**src/sv/htd_pkg.sv**
```systemverilog
// Shared types and constants of the Huffman tree decoder.
package htd_pkg;

  localparam int unsigned BYTE_W  = 8;
  localparam int unsigned SYM_W   = 8;
  localparam int unsigned CODE_W  = 32;
  localparam int unsigned LEN_W   = 6;
  localparam int unsigned VBITS_W = 4;

  // Request codes on the input channel
  typedef enum logic [1:0] {
    REQ_CLEAR = 2'd0,
    REQ_LOAD  = 2'd1,
    REQ_BYTE  = 2'd2,
    REQ_NONE  = 2'd3
  } req_e;

  // Result status codes
  typedef enum logic [1:0] {
    ST_OK      = 2'd0,
    ST_MISSING = 2'd1,
    ST_FULL    = 2'd2,
    ST_BADLEN  = 2'd3
  } status_e;

  // Control sequencer states
  typedef enum logic [3:0] {
    S_IDLE,
    S_LOAD_BAD,
    S_LOAD_STEP,
    S_LOAD_BLANK,
    S_LOAD_WAIT,
    S_BYTE_FETCH,
    S_BYTE_BIT,
    S_BYTE_CHILD,
    S_FLUSH
  } state_e;

  // Request from the sequencer to the result buffer
  typedef struct packed {
    logic             push;   // new result into the holding slot
    logic             flush;  // end of transaction: release held result as last
    logic [SYM_W-1:0] sym;
    status_e          st;
  } res_req_t;

endpackage

```
**src/sv/htd_out_if.sv**
```systemverilog
// Result channel of the Huffman tree decoder.
interface htd_out_if;
  logic       valid;
  logic       ready;
  logic [7:0] symbol_out;
  logic [1:0] status;
  logic       last;

  modport source (
    output valid, symbol_out, status, last,
    input  ready
  );
  modport sink (
    input  valid, symbol_out, status, last,
    output ready
  );
endinterface

```
**src/sv/htd_result_buf.sv**
```systemverilog
// Result buffer: holding slot that resolves the last flag, then the output register.
module htd_result_buf
  import htd_pkg::*;
(
  input  logic         clk_i,
  input  logic         rst_ni,
  input  res_req_t     req_i,
  output logic         blocked_o,
  htd_out_if.source    out_o
);

  logic             pend_q, pend_d;
  logic [SYM_W-1:0] pend_sym_q, pend_sym_d;
  status_e          pend_st_q, pend_st_d;
  logic             out_valid_q, out_valid_d;
  logic [SYM_W-1:0] out_sym_q, out_sym_d;
  status_e          out_st_q, out_st_d;
  logic             out_last_q, out_last_d;
  logic             out_free;

  assign out_free  = !out_valid_q || out_o.ready;
  assign blocked_o = pend_q && !out_free;

  // A held result moves out when the next one arrives (not last) or on flush (last)
  always_comb begin
    pend_d      = pend_q;
    pend_sym_d  = pend_sym_q;
    pend_st_d   = pend_st_q;
    out_valid_d = out_valid_q && !out_o.ready;
    out_sym_d   = out_sym_q;
    out_st_d    = out_st_q;
    out_last_d  = out_last_q;
    if (!blocked_o) begin
      if (req_i.push) begin
        if (pend_q) begin
          out_valid_d = 1'b1;
          out_sym_d   = pend_sym_q;
          out_st_d    = pend_st_q;
          out_last_d  = 1'b0;
        end
        pend_d     = 1'b1;
        pend_sym_d = req_i.sym;
        pend_st_d  = req_i.st;
      end else if (req_i.flush && pend_q) begin
        out_valid_d = 1'b1;
        out_sym_d   = pend_sym_q;
        out_st_d    = pend_st_q;
        out_last_d  = 1'b1;
        pend_d      = 1'b0;
      end
    end
  end

  always_ff @(posedge clk_i or negedge rst_ni) begin
    if (!rst_ni) begin
      pend_q      <= 1'b0;
      out_valid_q <= 1'b0;
    end else begin
      pend_q      <= pend_d;
      out_valid_q <= out_valid_d;
    end
  end

  always_ff @(posedge clk_i) begin
    pend_sym_q <= pend_sym_d;
    pend_st_q  <= pend_st_d;
    out_sym_q  <= out_sym_d;
    out_st_q   <= out_st_d;
    out_last_q <= out_last_d;
  end

  assign out_o.valid      = out_valid_q;
  assign out_o.symbol_out = out_sym_q;
  assign out_o.status     = 2'(out_st_q);
  assign out_o.last       = out_last_q;

endmodule

```
**src/flat_wrapper.sv**
```systemverilog
// flat-port wrapper written by rule: the top's interface ports become plain ports
module htd_result_buf_flat import htd_pkg::*;
  (clk_i, rst_ni, req_i, blocked_o, out_o_valid, out_o_symbol_out, out_o_status, out_o_last, out_o_ready);
  htd_out_if out_o_i ();
  input  logic clk_i;
  input  logic rst_ni;
  input  res_req_t req_i;
  output logic blocked_o;
  output wire logic [$bits(out_o_i.valid)-1:0] out_o_valid;
  output wire logic [$bits(out_o_i.symbol_out)-1:0] out_o_symbol_out;
  output wire logic [$bits(out_o_i.status)-1:0] out_o_status;
  output wire logic [$bits(out_o_i.last)-1:0] out_o_last;
  input wire logic [$bits(out_o_i.ready)-1:0] out_o_ready;
  assign out_o_valid = out_o_i.valid;
  assign out_o_symbol_out = out_o_i.symbol_out;
  assign out_o_status = out_o_i.status;
  assign out_o_last = out_o_i.last;
  assign out_o_i.ready = out_o_ready;
  htd_result_buf u_core (.clk_i(clk_i), .rst_ni(rst_ni), .req_i(req_i), .blocked_o(blocked_o), .out_o(out_o_i));
endmodule
```
**config.mk**
```make
export PLATFORM = sky130hd
export DESIGN_NAME = htd_result_buf_flat
export DESIGN_NICKNAME = d
export VERILOG_FILES = /design/src/sv/htd_pkg.sv /design/src/sv/htd_out_if.sv /design/src/sv/htd_result_buf.sv /design/src/flat_wrapper.sv
export SDC_FILE = /design/constraint.sdc
export NUM_CORES = 1
export LEC_CHECK = 0
export CORE_AREA = 2 2 39 41
export CTS_CLUSTER_SIZE = 24
export DETAILED_ROUTE_END_ITERATION = 12
export DIE_AREA = 0 0 41 43
export DONT_BUFFER_PORTS = 1
export HOLD_SLACK_MARGIN = 0.06
export PLACE_DENSITY_LB_ADDON = 0.2
export SETUP_SLACK_MARGIN = 0.4
export SLEW_MARGIN = 25
export SYNTH_ARGS = -nofsm -noshare
export SYNTH_HDL_FRONTEND = slang
export SYNTH_SLANG_ARGS = --single-unit
```
**constraint.sdc**
```tcl
create_clock -name clk_i -period 4.5 [get_ports clk_i]
set_input_delay 0.675 -clock clk_i [delete_from_list [all_inputs] [get_ports clk_i]]
set_output_delay 0.675 -clock clk_i [all_outputs]
set_load 0.03 [all_outputs]
```
==> results of run 1 <==
per-layer routing:
metal  GRT usage  up-vias  routed length [um]
li1            -      135                   -
met1       0.129      137                 334
met2       0.194       17                 517
met3      0.0419        0                  69
met4      0.0600        0                   0
met5           0        -                   0
cells in the mapped netlist:
cell type   n
nand2b_4    1
nor2_1      2
nand2_1     1
edfxtp_1   21
a31oi_1     1
o21ai_0     1
nor2b_4     1
a21oi_1     1
inv_1       1
and2_1      1
dfrtp_1     2
through the flow:
step	power, mW	utilization	instance area (um^2)
finish	0.387	0.580	802
CTS	0.391	0.580	802
floorplan	0.300	-	746
detailed placement	0.306	0.553	766
global placement	0.303	0.553	766
global route	0.405	0.580	802
layout make-up:
class	instances	share of cell area
sequential	23	0.849
multi-input combinational	9	0.0764
clock buffer	4	0.0328
tap	16	0.0250
timing repair buffer	1	0.0125
inverter	1	0.00468
layout by cell type (no fill, tap or decap):
cell           Yosys  routed
dlygate4sd3_1      0       1
inv_1              1       1
and2_1             1       1
clkbuf_4           0       3
dfrtp_1            2       2
a31oi_1            1       1
o21ai_0            1       1
edfxtp_1          21      21
clkbuf_1           0       1
nand2b_4           1       1
nor2b_4            1       1
nand2_1            1       1
nor2_1             2       2
a21oi_1            1       1
worst max path at each step:
stage	start	end	slack, ns	cells past startpoint
final	u_core.out_o.valid	blocked_o	2.38	2
after floorplan	out_o_ready	blocked_o	2.75	2
after global routing	u_core.out_o.valid	blocked_o	2.32	2
after global placement	u_core.out_o.valid	blocked_o	2.73	2
after detailed placement	req_i[10]	u_core.out_o.symbol_out[4]	2.64	2
after CTS	u_core.out_o.valid	blocked_o	2.37	2
state kept, by name, indices dropped and copies added (netlist names):
| register | cells |
|---|---|
| u_core.out_o.last | 1 |
| u_core.pend_q | 1 |
| u_core.pend_sym_q | 8 |
| u_core.out_o.symbol_out | 8 |
| u_core.out_o.valid | 1 |
| u_core.out_o.status | 2 |
| u_core.pend_st_q | 2 |
power groups by stage:
stage	clock, mW	sequential [mW]	combinational (mW)
2_1_floorplan	0	0.286	0.0141
3_3_place_gp	0	0.287	0.0157
3_5_place_dp	0	0.289	0.0170
4_1_cts	0.0890	0.284	0.0179
5_1_grt	0.0991	0.286	0.0193
6_report	0.0859	0.284	0.0175
critical path: stages, from the launching register on:
cell and delay (ns):
dfrtp_1 0.60, nor2b_4 0.24, and2_1 0.32
logic make-up after synthesis:
family,Yosys count,synth area share
simple gates,6,0.0604
compound gates,3,0.0218
buf+inv,1,0.00503
flops,23,0.913
==> flow_summary.json, run 1 <==
{
  "n_fill_cell": 98,
  "grt_pass1_vias": 300,
  "synthTopCellsByArea": "edfxtp_1 (85%), dfrtp_1 (6.7%), nand2b_4 (1.8%)",
  "drt-wirelength-per-cell_um": 17.1,
  "io_pins": 28,
  "die_x_um": 41,
  "p_leak_nw": 0.278,
  "clk_pin_slew_ns": 0.11,
  "power_frac_comb": 0.045,
  "die_y_um": 43,
  "grt_setup_unrepaired": "false",
  "pre_cts_ws_ns": 2.64,
  "max-cap-violations": 0,
  "clkPwrFrac": 0.222,
  "min-delay-start": "u_core.pend_sym_q[5]",
  "end_kind": "output port",
  "dieArea_mm2": 0.00176,
  "avgSynthCellArea_um2": 22.6,
  "finalClockSkew_ns": 0.00410,
  "synth_cell_type_count": 11,
  "synth_cells": 33,
  "max_clock_freq_ghz": 0.472,
  "setup_ws_ns": 2.38,
  "ys_seq_elements": 23,
  "postCtsSetupBuffers": 0,
  "synth_fp_nets": 48,
  "drive_above_1_share": 0.132,
  "ant_nets": 0,
  "initial_core_util": 0.539,
  "p_sw_mw": 0.0912,
  "nets": 54,
  "hp-class": "flop to flop",
  "root_buffer": "clkbuf_4",
  "synth_top_cell_by_area": "edfxtp_1",
  "syn_to_final_growth_pct": 7.55,
  "grt.overflow.total": 0,
  "cts_resized": 0,
  "reg2regPathDepth": 2,
  "vias_per_cell": 5.35,
  "final_cells": 54,
  "grt_pass1_wl_um": 1320,
  "finalSetupTns_ns": 0,
  "via_count": 289,
  "row_count": 14,
  "finalCriticalPeriod_ns": 2.12,
  "cts_hold_buf": 1,
  "tightest_slew_ns": 0.900,
  "post-route-drc-count": 0,
  "grt_max_degree": 13,
  "core_area_mm2": 0.00138,
  "sequentialPowerShare": 0.733,
  "cts_max_level": 1,
  "hold_depth": 0,
  "cts_tree": "built",
  "gp_congestion": 0.616,
  "yosysTopAreaCellShare": 0.846,
  "synth_seq_area_share": 0.913,
  "finalCritPeriodShare": 0.471,
  "first_iter_violations": 1,
  "r2r_end": "u_core.pend_sym_q[0]",
  "antenna_found_initial": 0,
  "slew_violations": 0,
  "final-hold-violation-count": 0,
  "hpwl_um": 712,
  "r2r_start": "u_core.out_o.valid",
  "port_buffers": 0,
  "vdd_drop_max_mv": 0.258,
  "grt_usage": 0.119,
  "worstSetupPathType": "flop to output port",
  "status": "finished clean",
  "min_delay_worst_endpoint": "u_core.out_o.symbol_out[5]",
  "routed_wl_um": 921,
  "multiInputGateArea_um2": 61.3,
  "placed_cells": 49,
  "path_max_fanout": 3,
  "setup_violations": 0,
  "cts_buffers": 3,
  "p_int_mw": 0.296,
  "clockBufferDepth": 2,
  "required_ns": 3.83,
  "seqCellArea_um2": 681,
  "power_density_mw_per_mm2": 483,
  "swShare": 0.236,
  "reg2reg_slack_ns": 2.67,
  "clock-sinks": 23,
  "netlist_area_um2": 746,
  "clock_latency_ns": 0.29,
  "first_pass_iters": 3,
  "cp.arrival_ns": 1.44,
  "yosysWarningCount": 0,
  "startpoint_type": "flop",
  "maxSlewHeadroom": 0.400,
  "hold_slack_ns": 0.429,
  "diodes": 0
}
(Power assumes the default switching activity.)
==> run 2, diff against run 1 <==
CORE_AREA = unset   (was 2 2 39 41)
CORE_UTILIZATION = 51   (was unset)
DIE_AREA = unset   (was 0 0 41 43)
clock period = 1.8 ns   (was 4.5 ns; I/O delays follow)
==> run 2 against run 1 <==
Compared with the run above:
- cell count grew 24%
- clock-buffer cell count is 1 lower
- die area down 8.2%
- clock power increased to 2.6 times the previous value
- worst hold slack worse by 0.26 ns
- non-clock buffer count rose by 14
- power grew to 2.6 times the previous value
- sequential power grew 150%
- first-iteration DRC count rose to 10 times the previous value
- critical path type is now flop to flop
==> flow_summary.json, run 2 (synthesis results as in run 1) <==
{
  "clock-sinks": 23,
  "path_max_fanout": 10,
  "via_count": 361,
  "p_sw_mw": 0.249,
  "place_area_um2": 793,
  "grt_pass1_wl_um": 1390,
  "slew_violations": 0,
  "first_pass_iters": 3,
  "max_clock_freq_ghz": 0.763,
  "post-route-drc-count": 0,
  "nets": 68,
  "routed_wl_um": 1040,
  "tightest_slew_ns": 0.334,
  "first_iter_violations": 10,
  "cts_tree": "built",
  "swShare": 0.246,
  "clock_latency_ns": 0.30,
  "grt_setup_unrepaired": "false",
  "power_density_mw_per_mm2": 1070,
  "fin_util": 0.713,
  "finalCritPeriodShare": 0.728,
  "startpoint_type": "flop",
  "syn_to_final_growth_pct": 27.5,
  "r2r_start": "u_core.out_o.valid",
  "end_kind": "flop",
  "maxSlewHeadroom": 0.777,
  "multiInputGateArea_um2": 77.6,
  "r2r_end": "u_core.pend_sym_q[3]",
  "reg2regPathDepth": 3,
  "cts_buffers": 3,
  "p_leak_nw": 0.344,
  "core_area_mm2": 0.00133,
  "p_int_mw": 0.765,
  "port_buffers": 0,
  "dieArea_mm2": 0.00162,
  "crit_start": "u_core.out_o.valid",
  "clkPwrFrac": 0.219,
  "vias_per_cell": 5.39,
  "worstSetupPathType": "flop to flop",
  "max-cap-violations": 0,
  "endpoint": "u_core.pend_sym_q[3]",
  "row_count": 13,
  "antenna_found_initial": 0,
  "initial_core_util": 0.559,
  "final-hold-violation-count": 0,
  "vdd_drop_max_mv": 0.599,
  "gp_congestion": 0.573,
  "grt_pass1_vias": 342,
  "setup_violations": 0,
  "root_buffer": "clkbuf_4",
  "diodes": 0,
  "grt_usage": 0.154,
  "finalClockSkew_ns": 0.000512,
  "clk_pin_slew_ns": 0.11,
  "status": "finished clean",
  "layout_common_cells": "edfxtp_1 (21), dlygate4sd3_1 (12), clkbuf_4 (3), buf_4 (3), dfrtp_1 (2)",
  "grt_max_degree": 14,
  "die_y_um": 40.2,
  "required_ns": 1.78,
  "die_x_um": 40.2,
  "drt-wirelength-per-cell_um": 15.5,
  "fin_area_um2": 951,
  "cts_max_level": 1,
  "sequentialPowerShare": 0.690,
  "finalSetupTns_ns": 0,
  "drive_above_1_share": 0.231,
  "reg2reg_slack_ns": 0.49,
  "cp.arrival_ns": 1.29,
  "hp-class": "input pin to flop",
  "power_frac_comb": 0.091,
  "seqCellArea_um2": 681,
  "finalCriticalPeriod_ns": 1.31,
  "ant_nets": 0,
  "clockBufferDepth": 2,
  "io_pins": 28,
  "n_fill_cell": 97,
  "layout_commonest_cell": "edfxtp_1",
  "grt.overflow.total": 0
}
==> run 2: per-layer routing <==
| layer | share of wire | GRT usage | vias to the layer above |
|---|---|---|---|
| met5 | 0 | 0 | - |
| met4 | 0 | 0.0750 | 0 |
| met3 | 0.076 | 0.0556 | 0 |
| met2 | 0.61 | 0.306 | 23 |
| met1 | 0.32 | 0.127 | 178 |
| li1 | - | - | 160 |
==> run 2: through the flow <==
step                      std cells  power, mW  hold slack [ns]  setup WS, ns
after floorplan                  33      0.756          -0.0256         0.397
after global placement           50      0.773          -0.0255         0.641
after detailed placement         50      0.781          -0.0255         0.594
after CTS                        66       1.03           0.0643         0.463
after global routing             67       1.06            0.134         0.403
final                            67       1.01            0.165         0.490
==> run 2: cell type report <==
class / count / area share
well taps: 15 / 0.0197
inverters: 1 / 0.00395
clock buffers: 3 / 0.0237
flip-flops and latches: 23 / 0.716
clock inverters: 1 / 0.00526
repair buffers: 15 / 0.150
multi-input cells: 9 / 0.0816
==> run 2: power by group through the flow <==
stage               combinational, mW  sequential (mW)  clock [mW]
floorplan                      0.0403            0.716           0
global placement               0.0617            0.711           0
detailed placement             0.0667            0.714           0
CTS                            0.0908            0.702       0.235
global route                   0.0987            0.706       0.254
finish                         0.0922            0.700       0.222
==> run 2: timing repair <==
action                     CTS  global route
setup endpoints to repair    1             0
hold endpoints to repair    12             1
setup buffers                1             0
resized for setup            2             0
hold buffers                11             1
==> run 2: worst max-delay path: stages, from the launching register on <==
cell	delay [ns]
dfrtp_1	0.40
nor2b_4	0.13
buf_4	0.14
a21oi_4	0.31
==> run 2: worst min path at each step <==
stage / startpoint / to / slack (ns) / cells past startpoint
6_report: out_o_ready / u_core.out_o.valid / 0.16 / 2
5_1_grt: out_o_ready / u_core.out_o.valid / 0.13 / 2
4_1_cts: req_i[10] / u_core.pend_q / 0.06 / 1
3_5_place_dp: rst_ni / u_core.pend_q / -0.03 / 0
3_3_place_gp: rst_ni / u_core.out_o.valid / -0.03 / 0
2_1_floorplan: rst_ni / u_core.out_o.valid / -0.03 / 0
==> run 3, diff against run 2 <==
clock period = 1.2 ns   (was 1.8 ns; I/O delays follow)
==> run 3 against run 2 <==
Compared with the run above:
- the flow now finishes with violations (setup timing)
- final area increased by 11%
- sequential share of layout area fell by 6.8 points
- clock skew grew 0.0045 ns
- power increased by 58%
- setup slack worse by 0.56 ns
- critical path depth rose by 1
- critical path type unchanged
- largest power group unchanged
- highest routed layer is now met4
==> flow_summary.json, run 3 (synthesis results as in run 1) <==
{
  "nets": 73,
  "port_buffers": 0,
  "post-route-drc-count": 0,
  "max-cap-violations": 0,
  "hpwl_um": 797,
  "finalClockSkew_ns": 0.00497,
  "syn_to_final_growth_pct": 41.4,
  "fin_total_pwr_mw": 1.61,
  "die_y_um": 40.2,
  "die_x_um": 40.2,
  "grt_usage": 0.212,
  "power_frac_comb": 0.132,
  "layout_commonest_cell": "edfxtp_1",
  "max_clock_freq_ghz": 0.786,
  "clock-sinks": 23,
  "startpoint_type": "flop",
  "grt_pass1_vias": 407,
  "finalCritPeriodShare": 1.06,
  "p_int_mw": 1.21,
  "root_buffer": "clkbuf_4",
  "diodes": 0,
  "vdd_drop_max_mv": 1.30,
  "cp.arrival_ns": 1.30,
  "routed_wl_um": 1470,
  "ant_nets": 0,
  "clk_pin_slew_ns": 0.11,
  "grt_setup_unrepaired": "true",
  "dieArea_mm2": 0.00162,
  "slew_violations": 0,
  "hold_depth": 2,
  "reg2reg_slack_ns": -0.07,
  "required_ns": 1.22,
  "reg2regPathDepth": 4,
  "drive_above_1_share": 0.298,
  "gp_congestion": 0.624,
  "violations": "setup timing",
  "min-delay-start": "req_i[11]",
  "p_leak_nw": 0.379,
  "power_density_mw_per_mm2": 1520,
  "core_area_mm2": 0.00133,
  "setup_violations": 22,
  "setup_ws_ns": -0.0716,
  "p_sw_mw": 0.400,
  "tightest_slew_ns": 0.320,
  "maxSlewHeadroom": 0.787,
  "end_kind": "flop",
  "grt_pass1_wl_um": 2010,
  "row_count": 13,
  "grt_max_degree": 13,
  "clockBufferDepth": 2,
  "layout_common_cells": "edfxtp_1 (21), dlygate4sd3_1 (14), clkbuf_4 (3)",
  "hp-class": "input pin to flop",
  "crit_start": "u_core.out_o.valid",
  "path_max_fanout": 7,
  "io_pins": 28,
  "final-hold-violation-count": 0,
  "pre_cts_ws_ns": -0.0352,
  "status": "finished with violations",
  "sequentialPowerShare": 0.660,
  "antenna_found_initial": 0,
  "vias_per_cell": 5.83,
  "worstSetupPathType": "flop to flop",
  "first_pass_iters": 5,
  "r2r_start": "u_core.out_o.valid",
  "via_count": 420,
  "clock_latency_ns": 0.30,
  "clkPwrFrac": 0.209,
  "grt.overflow.total": 0,
  "r2r_end": "u_core.pend_sym_q[0]",
  "drt-wirelength-per-cell_um": 20.5,
  "finalSetupTns_ns": -0.754,
  "hold_slack_ns": 0.0763,
  "cts_max_level": 1,
  "cts_tree": "built",
  "finalCriticalPeriod_ns": 1.27,
  "initial_core_util": 0.559,
  "first_iter_violations": 20,
  "swShare": 0.249,
  "cts_buffers": 3,
  "min_delay_worst_endpoint": "u_core.out_o.valid"
}
==> run 3: changes by cell type in the layout (fill, tap and decap cells not counted), sizes merged <==
| cell | change |
|---|---|
| clkbuf | +1 |
| dlygate4sd3 | +2 |
| buf | +3 |
| clkinv | -1 |
==> run 3: how the worst max path moves through the flow <==
stage | end | slack, ns | cells past startpoint
CTS | blocked_o | -0.03 | 2
finish | u_core.pend_sym_q[0] | -0.07 | 4
global route | blocked_o | -0.09 | 2
detailed placement | u_core.out_o.symbol_out[4] | -0.04 | 3
floorplan | u_core.pend_st_q[0] | -0.03 | 2
global placement | u_core.out_o.status[1] | 0.04 | 3
==> run 3: metal layers <==
layer  track usage  wire (um)
met1         0.274        613
met2         0.343        741
met3        0.0556         97
met4        0.0833         21
met5             0          0
==> run 3: final cells by class <==
cell class,count,area [um^2]
inverters,1,3.75
clock buffers,4,26.3
multi-input cells,9,97.6
well taps,15,18.8
fillers,65,279
repair buffers,20,225
flip-flops and latches,23,683
==> run 3: critical path: stages, from the launching register on <==
cell and delay [ns]:
dfrtp_2 0.43, nor2b_4 0.14, buf_12 0.12, a21oi_4 0.15, buf_6 0.15
==> run 3: power by group through the flow <==
| stage | clock network, mW | logic, mW | registers, mW |
|---|---|---|---|
| after floorplan | 0 | 0.0654 | 1.07 |
| after global placement | 0 | 0.118 | 1.07 |
| after detailed placement | 0 | 0.125 | 1.07 |
| after CTS | 0.335 | 0.195 | 1.05 |
| after global routing | 0.385 | 0.221 | 1.07 |
| final | 0.335 | 0.212 | 1.06 |
==> run 3: timing repair <==
action	CTS	global route
endpoints found under the setup margin	36	36
hold buffers	14	0
cloned	0	0
resized for setup	5	4
pin swaps	0	0
endpoints found under the hold margin	14	0
setup buffers	2	0
==> run 3: through the flow <==
stage	area (um^2)	util	cells
after floorplan	767	-	33
after global placement	828	0.621	52
after detailed placement	828	0.621	52
after CTS	1030	0.776	72
after global routing	1050	0.791	72
final	1050	0.791	72
